===== config.mk =====
export PLATFORM = sky130hd
export DESIGN_NAME = lbs_ram
export DESIGN_NICKNAME = d
export VERILOG_FILES = /design/src/rtl/lbs_ram.sv
export SDC_FILE = /design/constraint.sdc
export NUM_CORES = 2
export LEC_CHECK = 0
export BUFFER_PORTS_ARGS = -buffer_cell sky130_fd_sc_hd__buf_2
export CAP_MARGIN = 20
export CELL_PAD_IN_SITES_DETAIL_PLACEMENT = 0
export CELL_PAD_IN_SITES_GLOBAL_PLACEMENT = 1
export CORE_MARGIN = 2
export CORE_UTILIZATION = 51
export DETAILED_ROUTE_END_ITERATION = 16
export GPL_ROUTABILITY_DRIVEN = 0
export HOLD_SLACK_MARGIN = 0.12
export PLACE_DENSITY = 0.8
export SLEW_MARGIN = 20
export SYNTH_ARGS = -nofsm -noshare
export SYNTH_HDL_FRONTEND = slang
export SYNTH_SLANG_ARGS = --single-unit
export TNS_END_PERCENT = 1

===== constraint.sdc =====
create_clock -name clk -period 3.4 [get_ports clk]
set_clock_uncertainty 0.2 [all_clocks]
set_input_delay 0.34 -clock clk [delete_from_list [all_inputs] [get_ports clk]]
set_output_delay 0.34 -clock clk [all_outputs]
set_load 0.05 [all_outputs]

===== src/rtl/lbs_ram.sv =====
// ----------------------------------------------------------------------------
// lbs_ram
// Simple dual-port RAM: one write port, one read port with registered data.
// ----------------------------------------------------------------------------
module lbs_ram #(
  parameter int DEPTH = 64,
  parameter int WIDTH = 32
) (
  input  logic                     clk,
  input  logic                     we,
  input  logic [$clog2(DEPTH)-1:0] waddr,
  input  logic [WIDTH-1:0]         wdata,
  input  logic [$clog2(DEPTH)-1:0] raddr,
  output logic [WIDTH-1:0]         rdata
);

  logic [WIDTH-1:0] mem [DEPTH];
  logic [WIDTH-1:0] rdata_r;

  always_ff @(posedge clk) begin
    if (we) begin
      mem[waddr] <= wdata;
    end
    rdata_r <= mem[raddr];
  end

  assign rdata = rdata_r;

endmodule


==> summary.txt <==
Floorplanning
  – Die ar.: 157000 um2
  – Std cell rows: 143
  – Starting density of the core: between 50% and 60%
  – Core Area: around 150000 um2
  – Die Height: 396 um
  – Chip width: between 300 and 400 um
  – I/O Pins: slightly below 80

Power and ir drop
  – Logic pwr share: under 10%
  – Clock share of power: approximately two fifths
  – Sw Share: about a fifth
  – Power Density: about 580 nW/um2
  – Int Pwr: 41.8 mW
  – Psw: 11.0 mW
  – Seq pwr share: approximately 54%
  – Final Power: roughly 53 mW
  – Leak: around 28 nW
  – Worst vdd ir: ~520 uV

Critical path
  – FF-to-FF Start: mem[59][3]
  – Crit-path most repeated cell: dlygate4sd3_1
  – Worst reg2reg endpoint: rdata[3]
  – R2R cell count: 4
  – Reg2reg setup slack: 0.95 ns
  – CP Cell Sequence: dlygate4sd3_1, buf_2, nor2b_1, nand4b_1, nor3_4, dlygate4sd3_1, buf_12
  – WP buf/inv: 4
  – Worst Setup Start Kind: primary input
  – CP Launch Point: we
  – Setup Crit Path Kind: primary input to flop
  – CP max stage delay: around 0.62 ns
  – Critical Path Fanout Max: 32
  – CP Capture Type: flop
  – Worst path top cell family by delay: buffers and inverters
  – Crit path DAT: ~2.9 ns
  – CP max stage cell: dlygate4sd3_1
  – Setup crit end: mem[48][6]
  – Crit path required time: around 3.7 ns
  – Crit path depth: 7

Clock network
  – CTS tree: done
  – Num CTS Buffers: a little under 200
  – CTS Sinks: approximately 2100
  – Reg clk slew, reported paths: 0.06 ns
  – Root Buffer: clkbuf_16
  – CTS Buffer Depth: 3
  – Post_cts resized: 0
  – Htree depth: 4
  – Worst-Skew Late Latency: just over 0.8 ns

Global route
  – Global route total overflow: 0
  – Vias in the first global route: roughly 38000
  – GRT Resource Usage Total: between 20% and 30%
  – Initial antenna violation count: 15
  – First-pass GRT wire length: 275000 um
  – Largest net degree at the start of global routing: 65

Routing
  – DRT Pass-1 Iters: 5
  – Wirelength per Cell: around 33 um
  – Vias after detailed routing: 38100
  – Initial DRC count: just under 5000
  – Vias per cell: 6.49
  – Routed Antenna Nets: 0
  – Routed WL: just under 200000 um
  – Remaining DRCs: 0

Layout
  – Fin util: roughly three fifths
  – Layout Cells excl Fill: roughly 5900
  – Commonest non-fill, non-tap cell in the layout: edfxtp_1
  – Area grow syn2layout: 15.3%
  – Layout cells sized above 1: a little under a third
  – Nets: about 3700
  – Most frequent cells in the layout: edfxtp_1, mux4_2, clkbuf_16, buf_4, mux2i_1

Yosys
  – Yosys reg bits: ~2100
  – Number of synthesized flops with an enable pin: around 2000
  – Cell variety after synth: 34
  – Syn. warnings: 0
  – Syn nets: 3370
  – Cell count after synthesis: around 3300
  – Cell Area, Synth: 78500 um2
  – Mean Syn Cell Area: 23.6 um2
  – Cell taking the most area after synthesis: edfxtp_1
  – Ys flop type: edfxtp_1
  – Synth area leaders: edfxtp_1, mux4_2, mux2i_1
  – Sequential area share after synthesis: approximately four fifths
  – Synth top area share: around 80%
  – Asr flop ratio synth: 0%

Placed design
  – Post-DP HPWL: about 110000 um
  – PortBufs: 77
  – Dpl cells: around 5500

STA
  – Slew Viols, Final: 0
  – Setup violations, final: 0
  – RSZ-0062 raised after global routing: false
  – Max_slew headroom: about a quarter
  – Hold Vio Cnt, Final: 0
  – Max Freq: 0.384 GHz
  – Minimum clock period: between 2 and 3 ns
  – Final period utilization: between 70 and 80%
  – Hold slack: around 0.18 ns
  – Slew @ Worst Pin: between 1 and 1.5 ns
  – Final setup TNS: 0 ns

Worst hold path
  – Critical hold path startpoint: raddr[2]
  – Hold Crit Class: primary input to flop
  – Hold path depth: 4

Run
  – Max-Cap Viols: 0

Run status
  – Status: completed
power groups by stage:
| stage | clock network, mW | registers [mW] | logic (mW) |
|---|---|---|---|
| 2_1_floorplan | 0 | 29.2 | 1.38 |
| 3_3_place_gp | 0 | 29.1 | 2.73 |
| 3_5_place_dp | 0 | 29.1 | 2.79 |
| 4_1_cts | 21.7 | 28.5 | 2.83 |
| 5_1_grt | 22.7 | 28.5 | 2.98 |
| 6_report | 21.5 | 28.5 | 2.84 |
flip-flops by register name (all words and copies together), names as in the netlist:
signal  flops
mem      2048
rdata      32
synth_stat cells, drive strengths merged (5+ instances only):
cell and n:
a22oi 12, nand3b 5, nor2 137, dfxtp 32
buf 108, nor3 7, nand2b 8, o22ai 84
o221ai 27, a21oi 62, a311oi 8, nand3 5
nand2 26, mux2i 93, or3b 5, nor2b 15
mux4 544, edfxtp 2048, clkbuf 74
repair_timing:
action,4_1_cts,5_1_grt
setup buffers,0,0
setup endpoints to repair,0,0
hold endpoints to repair,1086,576
hold buffers,30,9
layout make-up:
type	count	area, um2
diodes	7	17.5
clock buffers	250	5270
clock inverters	103	997
fillers	10400	61900
multi-input cells	1062	16000
flip-flops and latches	2080	62100
well taps	2030	2540
repair buffers	338	3570
tightest hold or removal path, stage by stage:
cell and delay (ns):
buf_8 0.20, mux4_2 0.40, o22ai_1 0.08, nor2_1 0.09
through the flow:
step | cell area, um2 | setup WS (ns)
3_5_place_dp | 83800 | 0.0416
3_3_place_gp | 83800 | 0.0615
5_1_grt | 90500 | 0.769
4_1_cts | 90300 | 0.896
2_1_floorplan | 78500 | -0.293
6_report | 90500 | 0.799
per-layer routing:
| metal | track usage (%) | vias up | part of all wire [%] |
|---|---|---|---|
| met4 | 6.86 | 6 | 2.5 |
| met5 | 0 | - | 0.018 |
| li1 | - | 15000 | - |
| met1 | 36.6 | 20500 | 39 |
| met2 | 38.0 | 2333 | 48 |
| met3 | 4.66 | 308 | 10 |
cells by family after synthesis:
logic type             after synthesis  synth area share (%)
buffers and inverters              182                  1.13
AND/OR/NAND/NOR                    223                  1.27
flip-flops                        2080                  79.1
AO/OA/AOI/OAI                      202                  1.67
multiplexers                       637                  16.8
worst min-delay path by stage:
stage | to
after floorplan | mem[0][0]
after global placement | rdata[17]
after detailed placement | rdata[4]
after CTS | mem[5][1]
after global routing | mem[60][20]
final | rdata[25]
(Power assumes the default switching activity.)
